### src/hdl/cmf_pkg.sv
// Package with the item types and constants of the composite marking filter.
`timescale 1ns / 1ps
`default_nettype none

package cmf_pkg;

   localparam int VALUE_WIDTH = 31;
   localparam int CNT_WIDTH   = $clog2(VALUE_WIDTH);

   typedef struct packed {
      logic [VALUE_WIDTH-1:0] value_in;
      logic                   is_last;
   } req_type;

   typedef struct packed {
      logic [VALUE_WIDTH-1:0] value_out;
      logic                   last_out;
   } rsp_type;

endpackage

`default_nettype wire

### src/hdl/composite_marking_filter_core.sv
// Top level of the composite marking filter: trial division sequencer and ports.
//
//   Channel   Ports                          Handshake
//   request   start, busy, req_data          taken when start is high and busy low
//   response  rsp_strobe, rsp_data           valid for one cycle, cannot be stalled
//   csr       csr_valid, csr_ready, csr_data divisor limit, written on valid and ready
//
// Each trial divisor goes through a check step and then the shared remainder unit.
// An item tries divisors from 2 while the divisor is below the limit and its square
// does not exceed the value, and stops at the first divisor found.
// Reset is synchronous and clears the limit to zero; busy is high until the result
// strobe has been shown.
`timescale 1ns / 1ps
`default_nettype none

module composite_marking_filter_core
   import cmf_pkg::*;
(
   input  wire logic                   clock,
   input  wire logic                   reset,
   input  wire logic                   start,
   output logic                        busy,
   input  wire req_type                req_data,
   output logic                        rsp_strobe,
   output rsp_type                     rsp_data,
   input  wire logic                   csr_valid,
   output logic                        csr_ready,
   input  wire logic [VALUE_WIDTH-1:0] csr_data
);

   typedef enum logic [3:0] {
      ST_IDLE   = 4'b0001,
      ST_CHECK  = 4'b0010,
      ST_DIVIDE = 4'b0100,
      ST_REPORT = 4'b1000
   } state_type;

   state_type              state_ff, state_in;
   logic [VALUE_WIDTH-1:0] limit_ff, limit_in;
   logic [VALUE_WIDTH-1:0] value_ff, value_in;
   logic                   last_ff, last_in;
   logic [VALUE_WIDTH-1:0] div_ff, div_in;
   logic [VALUE_WIDTH:0]   sq_ff, sq_in;
   logic [VALUE_WIDTH-1:0] result_ff, result_in;
   logic                   rem_start;
   logic                   rem_done;
   logic                   rem_zero;

   cmf_rem_unit u_rem (
      .clock    (clock),
      .reset    (reset),
      .start    (rem_start),
      .dividend (value_ff),
      .divisor  (div_ff),
      .done     (rem_done),
      .rem_zero (rem_zero)
   );

   always_comb begin
      state_in  = state_ff;
      value_in  = value_ff;
      last_in   = last_ff;
      div_in    = div_ff;
      sq_in     = sq_ff;
      result_in = result_ff;
      rem_start = 1'b0;
      limit_in  = (csr_valid) ? csr_data : limit_ff;
      unique case (state_ff)
         ST_IDLE: begin
            if (start) begin
               value_in = req_data.value_in;
               last_in  = req_data.is_last;
               div_in   = VALUE_WIDTH'(2);
               sq_in    = (VALUE_WIDTH + 1)'(4);
               state_in = ST_CHECK;
            end
         end
         ST_CHECK: begin
            if (limit_ff <= VALUE_WIDTH'(2) || value_ff == VALUE_WIDTH'(2)) begin
               result_in = value_ff;
               state_in  = ST_REPORT;
            end else if (value_ff == '0) begin
               result_in = VALUE_WIDTH'(1);
               state_in  = ST_REPORT;
            end else if (div_ff < limit_ff && sq_ff <= {1'b0, value_ff}) begin
               rem_start = 1'b1;
               state_in  = ST_DIVIDE;
            end else begin
               result_in = value_ff;
               state_in  = ST_REPORT;
            end
         end
         ST_DIVIDE: begin
            if (rem_done) begin
               if (rem_zero) begin
                  result_in = VALUE_WIDTH'(1);
                  state_in  = ST_REPORT;
               end else begin
                  div_in   = div_ff + 1'b1;
                  sq_in    = sq_ff + {div_ff, 1'b1};
                  state_in = ST_CHECK;
               end
            end
         end
         ST_REPORT: begin
            state_in = ST_IDLE;
         end
         default: begin
            state_in = ST_IDLE;
         end
      endcase
   end

   always_ff @(posedge clock) begin
      if (reset) begin
         state_ff <= ST_IDLE;
         limit_ff <= '0;
      end else begin
         state_ff <= state_in;
         limit_ff <= limit_in;
      end
      value_ff  <= value_in;
      last_ff   <= last_in;
      div_ff    <= div_in;
      sq_ff     <= sq_in;
      result_ff <= result_in;
   end

   assign busy               = (state_ff != ST_IDLE);
   assign csr_ready          = 1'b1;
   assign rsp_strobe         = (state_ff == ST_REPORT);
   assign rsp_data.value_out = result_ff;
   assign rsp_data.last_out  = last_ff;

endmodule

`default_nettype wire

### src/hdl/cmf_rem_unit.sv
// Bit-serial restoring remainder unit, one dividend bit per cycle.
`timescale 1ns / 1ps
`default_nettype none

module cmf_rem_unit
   import cmf_pkg::*;
(
   input  wire logic                   clock,
   input  wire logic                   reset,
   input  wire logic                   start,
   input  wire logic [VALUE_WIDTH-1:0] dividend,
   input  wire logic [VALUE_WIDTH-1:0] divisor,
   output logic                        done,
   output logic                        rem_zero
);

   logic [VALUE_WIDTH:0]   rem_ff, rem_in;
   logic [VALUE_WIDTH-1:0] shift_ff, shift_in;
   logic [CNT_WIDTH-1:0]   cnt_ff, cnt_in;
   logic                   run_ff, run_in;
   logic                   done_ff, done_in;
   logic [VALUE_WIDTH:0]   trial;

   always_comb begin
      trial    = {rem_ff[VALUE_WIDTH-1:0], shift_ff[VALUE_WIDTH-1]};
      rem_in   = rem_ff;
      shift_in = shift_ff;
      cnt_in   = cnt_ff;
      run_in   = run_ff;
      done_in  = 1'b0;
      if (start) begin
         rem_in   = '0;
         shift_in = dividend;
         cnt_in   = '0;
         run_in   = 1'b1;
      end else if (run_ff) begin
         if (trial >= {1'b0, divisor}) begin
            rem_in = trial - {1'b0, divisor};
         end else begin
            rem_in = trial;
         end
         shift_in = {shift_ff[VALUE_WIDTH-2:0], 1'b0};
         cnt_in   = cnt_ff + 1'b1;
         if (cnt_ff == CNT_WIDTH'(VALUE_WIDTH - 1)) begin
            run_in  = 1'b0;
            done_in = 1'b1;
         end
      end
   end

   always_ff @(posedge clock) begin
      if (reset) begin
         run_ff  <= 1'b0;
         done_ff <= 1'b0;
         cnt_ff  <= '0;
      end else begin
         run_ff  <= run_in;
         done_ff <= done_in;
         cnt_ff  <= cnt_in;
      end
      rem_ff   <= rem_in;
      shift_ff <= shift_in;
   end

   assign done     = done_ff;
   assign rem_zero = (rem_ff == '0);

endmodule

`default_nettype wire

### config.mk
export PLATFORM = sky130hd
export DESIGN_NAME = composite_marking_filter_core
export DESIGN_NICKNAME = d
export VERILOG_FILES = /design/src/hdl/cmf_pkg.sv /design/src/hdl/composite_marking_filter_core.sv /design/src/hdl/cmf_rem_unit.sv
export SDC_FILE = /design/constraint.sdc
export NUM_CORES = 1
export LEC_CHECK = 0
export BUFFER_PORTS_ARGS = -buffer_cell sky130_fd_sc_hd__buf_2
export CAP_MARGIN = 10
export CORE_UTILIZATION = 55
export CTS_BUF_LIST = sky130_fd_sc_hd__clkbuf_16
export CTS_CLUSTER_SIZE = 28
export DETAILED_ROUTE_END_ITERATION = 8
export MAX_ROUTING_LAYER = met4
export PLACE_DENSITY_LB_ADDON = 0.3
export SLEW_MARGIN = 15
export SYNTH_ARGS = -nofsm -noshare
export SYNTH_HDL_FRONTEND = slang
export SYNTH_SLANG_ARGS = --single-unit
export TNS_END_PERCENT = 50
### constraint.sdc
create_clock -name clock -period 5.65 [get_ports clock]
set_clock_uncertainty 0.05 [all_clocks]
set_input_delay 1.695 -clock clock [delete_from_list [all_inputs] [get_ports clock]]
set_output_delay 1.695 -clock clock [all_outputs]
set_load 0.005 [all_outputs]
==> Word-level counts from Yosys, hierarchy flattened <==
Index checks and enable logic that the tools add are counted.
{ "op_classes": {"add_sub_neg": 4, "order_cmp": 4, "reduce_logical": 13, "eq_ne": 12, "muxes": 32, "bitwise": 1} }
{ "ops": {"columns": ["cell", "n"], "rows": [
  ["31-bit two-way mux", 10],
  ["32-bit two-way mux", 4],
  ["31-bit case mux with 2 select lines", 2],
  ["32-bit case mux with 2 select lines", 1],
  ["32-bit adder", 1],
  ["32-bit by 31-bit greater-or-equal comparator with 1-bit output", 1],
  ["32-bit by 31-bit <= comparator with 1-bit output", 1],
  ["32-bit logical NOT", 1],
  ["32-bit by 31-bit subtractor with 32-bit output", 1],
  ["31-bit by 1-bit adder with 31-bit output (second input constant)", 1],
  ["31-bit by 2-bit equality test with 1-bit output (second input constant)", 1],
  ["31-bit by 2-bit <= comparator with 1-bit output (second input constant)", 1],
  ["31-bit logical NOT", 1],
  ["31-bit less-than comparator", 1],
  ["4-bit two-way mux", 6],
  ["4-bit case mux with 3 select lines", 1],
  ["1-bit two-way mux", 8],
  ["4-bit AND reduction", 2],
  ["2-bit != test (second input constant)", 3],
  ["2-bit nonzero test", 3],
  ["5-bit by 1-bit adder with 5-bit output (second input constant)", 1],
  ["5-bit equality test (second input constant)", 1],
  ["4-bit by 1-bit equality test with 1-bit output (second input constant)", 1],
  ["4-bit by 2-bit equality test with 1-bit output (second input constant)", 1],
  ["other kinds (11)", 12]
]} }
{ "word_totals": {"ff_bits": 231, "out_inout_bits": 35, "input_bits": 67, "elab_cells": 78} }

==> Longest topological paths before layout <==
{ "logic_depth": {"word_depth": 7, "ltp_mapped": 13, "ltp_nobuf": 11} }

==> Hierarchy <==
A second synthesis with hierarchy kept.
{ "hier_totals": {"cells_unflattened": 1462, "hier_area_um2": 14278.7} }
{ "modules_own_cells": {"columns": ["mod", "cells_per_inst", "seq_area_each_um2", "instances", "area_each_um2"], "rows": [
  ["composite_marking_filter_core", 891, 4484.3, 1, 9256.4],
  ["cmf_rem_unit", 571, 1711.6, 1, 5022.3]
]} }

==> Worst setup path before layout <==
OpenSTA, ideal clock, no wires.
{ "synth_timing": {"path_kind": "input -> register", "startpoint": "input start", "endpoint": "register div_ff[0] (enable)", "setup_ps": 507, "path_stages": 2, "t_arrival_ps": 4740, "required_ps": 5093, "path_buffers": 0, "slack_ps": 353, "cell_sequence": "inv_1 > o22ai_1"} }
{ "synth_via": {"elab_chain_cells": 2} }
{ "synth_rtl": {"columns": ["item", "line_no", "text"], "rows": [
  ["start: declaration", "composite_marking_filter_core.sv:21", "input wire logic start,"],
  ["2-bit != test (no line)", null, null],
  ["4-bit AND reduction (no line)", null, null],
  ["end signal: assignment", "composite_marking_filter_core.sv:124", "div_ff <= div_in;"],
  ["end: declaration", "composite_marking_filter_core.sv:42", "logic [VALUE_WIDTH-1:0] div_ff, div_in;"]
]} }
No other way between the ends.
A chain may end at the register's enable or synchronous reset.

==> Worst setup path in the final report <==
{ "layout_timing": {"startpoint": "register div_ff[0]", "endpoint": "register u_rem.rem_ff[29]"} }
{ "layout_via": {"elab_chain_cells": 6, "elab_cells_between_ends": 9, "classes_between": "1 x add/sub; 2 x order compare; 5 x mux; 1 x reduce/logical"} }
{ "layout_rtl": {"columns": ["item", "line_no", "text"], "rows": [
  ["31-bit less-than comparator", "composite_marking_filter_core.sv:85", "end else if (div_ff < limit_ff && sq_ff <= {1'b0, value_ff}) begin"],
  ["1-bit logical AND", "composite_marking_filter_core.sv:85", null],
  ["1-bit two-way mux", "composite_marking_filter_core.sv:85", null],
  ["1-bit two-way mux", "composite_marking_filter_core.sv:82", "end else if (value_ff == '0) begin"],
  ["1-bit two-way mux", "composite_marking_filter_core.sv:79", "if (limit_ff <= VALUE_WIDTH'(2) || value_ff == VALUE_WIDTH'(2)) begin"],
  ["1-bit two-way mux", "composite_marking_filter_core.sv:68", "unique case (state_ff)"],
  ["end signal: assignment", "cmf_rem_unit.sv:61", "rem_ff <= rem_in;"],
  ["end: declaration", "cmf_rem_unit.sv:17", "logic [VALUE_WIDTH:0] rem_ff, rem_in;"]
]} }
Several ways; a longest one is shown, not always the timed one.

==> results.yml <==
pwr:
  power_mw: 5.93
  p_seq_share_pct: 37.0
  p_sw_share_pct: 35.2
  power.share.combinational_pct: 34.0
  peakVddDrop_mv: 0.273
  power.switching_mw: 2.09
  power.internal_mw: 3.85
  p_leak_nw: 6.53
  power_frac_clock_pct: 29.0
  p_per_area_nw_per_um2: 379
sta:
  slew_headroom_pct: 30.4
  fmax_ghz: 0.254
  worst_slack_ns: 1.72
  setup_viol: 0
  worst_pin_slew_ns: 1.04
  finalHoldViolations: 0
  min_period_ns: 3.93
  final.period_utilization_pct: 69.6
  tns_ns: 0
  grt_setup_unrepaired: "false"
  drv_slew: 0
die:
  initial_utilization_pct: 55.8
  fp.dieH_um: 162
  core_um2: 25100
  ioPinCount: 102
  die_w_um: 162
  die_area_um2: 26100
  rows: 58
grt:
  overflow: 0
  antenna_found_initial: 0
  grtUsageTotal_pct: 27.9
  grt_max_degree: 70
  grt_pass1_vias: 10900
  grt_pass1_wl_mm: 56.1
finish:
  ff_latch_area_um2: 6200
  finish.utilization_pct: 62.4
  most-common-layout-cells: "157 x edfxtp_1, 153 x nor2_1, 125 x ha_1, 115 x inv_1"
  final_common_cell: "edfxtp_1"
  nets: 1752
  synthToLayoutAreaGrowth_pct: 11.8
  nFillCells: 2107
  drive_gt1_share_pct: 10.5
  design_area_um2: 15700
  diodes: 0
  multi_input_area_um2: 7190
setup_path:
  critPathSlowestCell: "or2_1"
  critical_path.top_delay_family: "compound AO/OA/AOI/OAI gates"
  cp_num_cells: 11
  critPathKind: "flop to flop"
  cp_max_fo: 15
  r2r_slack_ns: 1.72
  r2r_cells: 11
  crit_arrival_ns: 4.33
  critPathRequiredTime_ns: 6.05
  critical_path_buf_inv_count: 1
  crit_path_end_kind: "flop"
  cpPeakStageDelay_ns: 0.59
  crit_chain: "ha_1 > fa_1 > nand2b_1 > a21oi_1 > o21a_1 > a31o_1 > o211a_1 > or2_1 > buf_4 > nand3_1 > o211ai_1"
  startpoint_type: "flop"
min_path:
  hold_depth: 2
  min_path_type: "flop to flop"
clock_network:
  cts-root-buf: "clkbuf_16"
  cts_made_buffers: 25
  tritoncts: "done"
  path_clk_slew_ns: 0.07
  htree_levels: 1
  postCtsSetupRepairBufs: 0
  hold_buffers: 0
  cts.path.max_buffers: 3
  post_cts_resize_count: 0
  clock_sinks: 231
  insertion_delay_ns: 0.54
drt:
  vias: 11500
  wl_per_cell_um: 18.8
  drc: 2
  dr.pass1.iters: 7
  via_per_inst: 6.05
  ant_nets: 0
  drtIter0Drc: 1034
  wirelength_mm: 35.8
synthesis:
  synth_nets: 1668
  synthAdderAreaFrac_pct: 11.5
  synth_enable_flop_cells: 157
  synth_top_family_by_area: "simple AND/OR/NAND/NOR gates"
  synth-compound-area-share_pct: 15.7
  yosysWarnings: 0
  synthMuxAreaShare_pct: 3.57
  synth_area_um2: 14000
  synthArstFlopShare_pct: 0
  syn_avg_cell_area_um2: 9.50
  yosys.area_share.simple_pct: 16.4
  synth_flop_cell: "edfxtp_1"
  synth.distinct_cells: 68
  syn_inst: 1474
  ys_seq_area_share_pct: 44.2
  ys_ff_latch: 231
  synth_xor_xnor_area_share_pct: 3.88
place:
  place_ws_ns: 1.83
  io_buffers: 100
  hpwl_mm: 26.0
  routabilityCongestion: 1.01
  place_area_um2: 14800
job:
  maxCapViolCount: 0
status:
  status: "finished, violations left"
  violations: "design-rule violations"
## worst min-delay path: stages, from the launching register on
cell and delay, ns:
dfxtp_1 0.34, nand2_1 0.07, a31oi_1 0.07
## worst paths after layout
path | from | endpoint
hold / removal | u_rem.rem_ff[10] | u_rem.rem_ff[11]
setup reg to reg | div_ff[0] | u_rem.rem_ff[29]
setup / recovery | div_ff[0] | u_rem.rem_ff[29]
hold reg to reg | u_rem.rem_ff[10] | u_rem.rem_ff[11]
## per-layer routing
metal	track usage [%]	routed length, µm	share of wire [%]	vias to the layer above
met5	-	0	0	-
met4	11.3	1410	3.9	0
met3	4.16	2390	6.7	111
met2	44.7	16700	47	424
met1	35.5	15300	43	5440
li1	-	-	-	5560
## cell usage after synthesis, types with 15 or more instances
library cell	instances	area (µm²)
xnor2_1	44	385
mux2i_1	50	500
a21o_1	36	270
a31oi_1	17	106
nor3_1	35	175
nor2_1	156	586
nand2_1	109	409
inv_1	113	424
clkbuf_1	37	139
or3_1	19	119
nand3_1	40	200
edfxtp_1	157	4710
dfxtp_1	74	1480
o21ai_0	109	546
and3_1	16	100
nor4_1	24	150
nand2b_1	15	93.8
xor2_1	18	158
ha_1	125	1560
a211oi_1	15	113
nand4_1	28	175
a21oi_1	99	495
## power groups by stage
stage                     logic (mW)  registers, mW  clock network, mW
final                           2.02           2.20               1.72
after global routing            2.23           2.21               1.80
after CTS                       1.97           2.19               1.74
after detailed placement        1.95           2.22                  0
after global placement          1.92           2.22                  0
after floorplan                 1.57           2.15                  0
## logic make-up (layout without fill, tap and decap cells)
| kind of cell | count (synthesis) | in the layout |
|---|---|---|
| flip-flops | 231 | 231 |
| adder cells (fa/ha/maj) | 127 | 127 |
| multiplexers | 50 | 50 |
| other | 1 | 1 |
| buffers and inverters | 166 | 269 |
| AO/OA/AOI/OAI | 356 | 356 |
| AND/OR/NAND/NOR | 481 | 481 |
| XOR/XNOR | 62 | 62 |
## state kept, by name (all words and copies together) (netlist names)
register	flops
limit_ff	31
u_rem.rem_ff	32
state_ff	4
last_ff	1
u_rem.shift_ff	31
value_ff	31
u_rem.cnt_ff	5
div_ff	31
sq_ff	32
result_ff	31
u_rem.run_ff	1
u_rem.done	1
## metrics by stage
stage / std cells / hold slack, ns
finish: 1907 / 0.466
global route: 1907 / 0.487
CTS: 1907 / 0.464
detailed placement: 1861 / 0.455
global placement: 1861 / 0.443
floorplan: 1474 / 0.424
## area by class of cell
cell class | count | area share [%]
timing repair buffer | 110 | 3.68
tap | 330 | 2.64
multi-input combinational | 1077 | 45.9
sequential | 231 | 39.6
clock buffer | 26 | 4.16
clock inverter | 20 | 1.33
inverter | 113 | 2.71
Power figures use the tool's default switching activity.
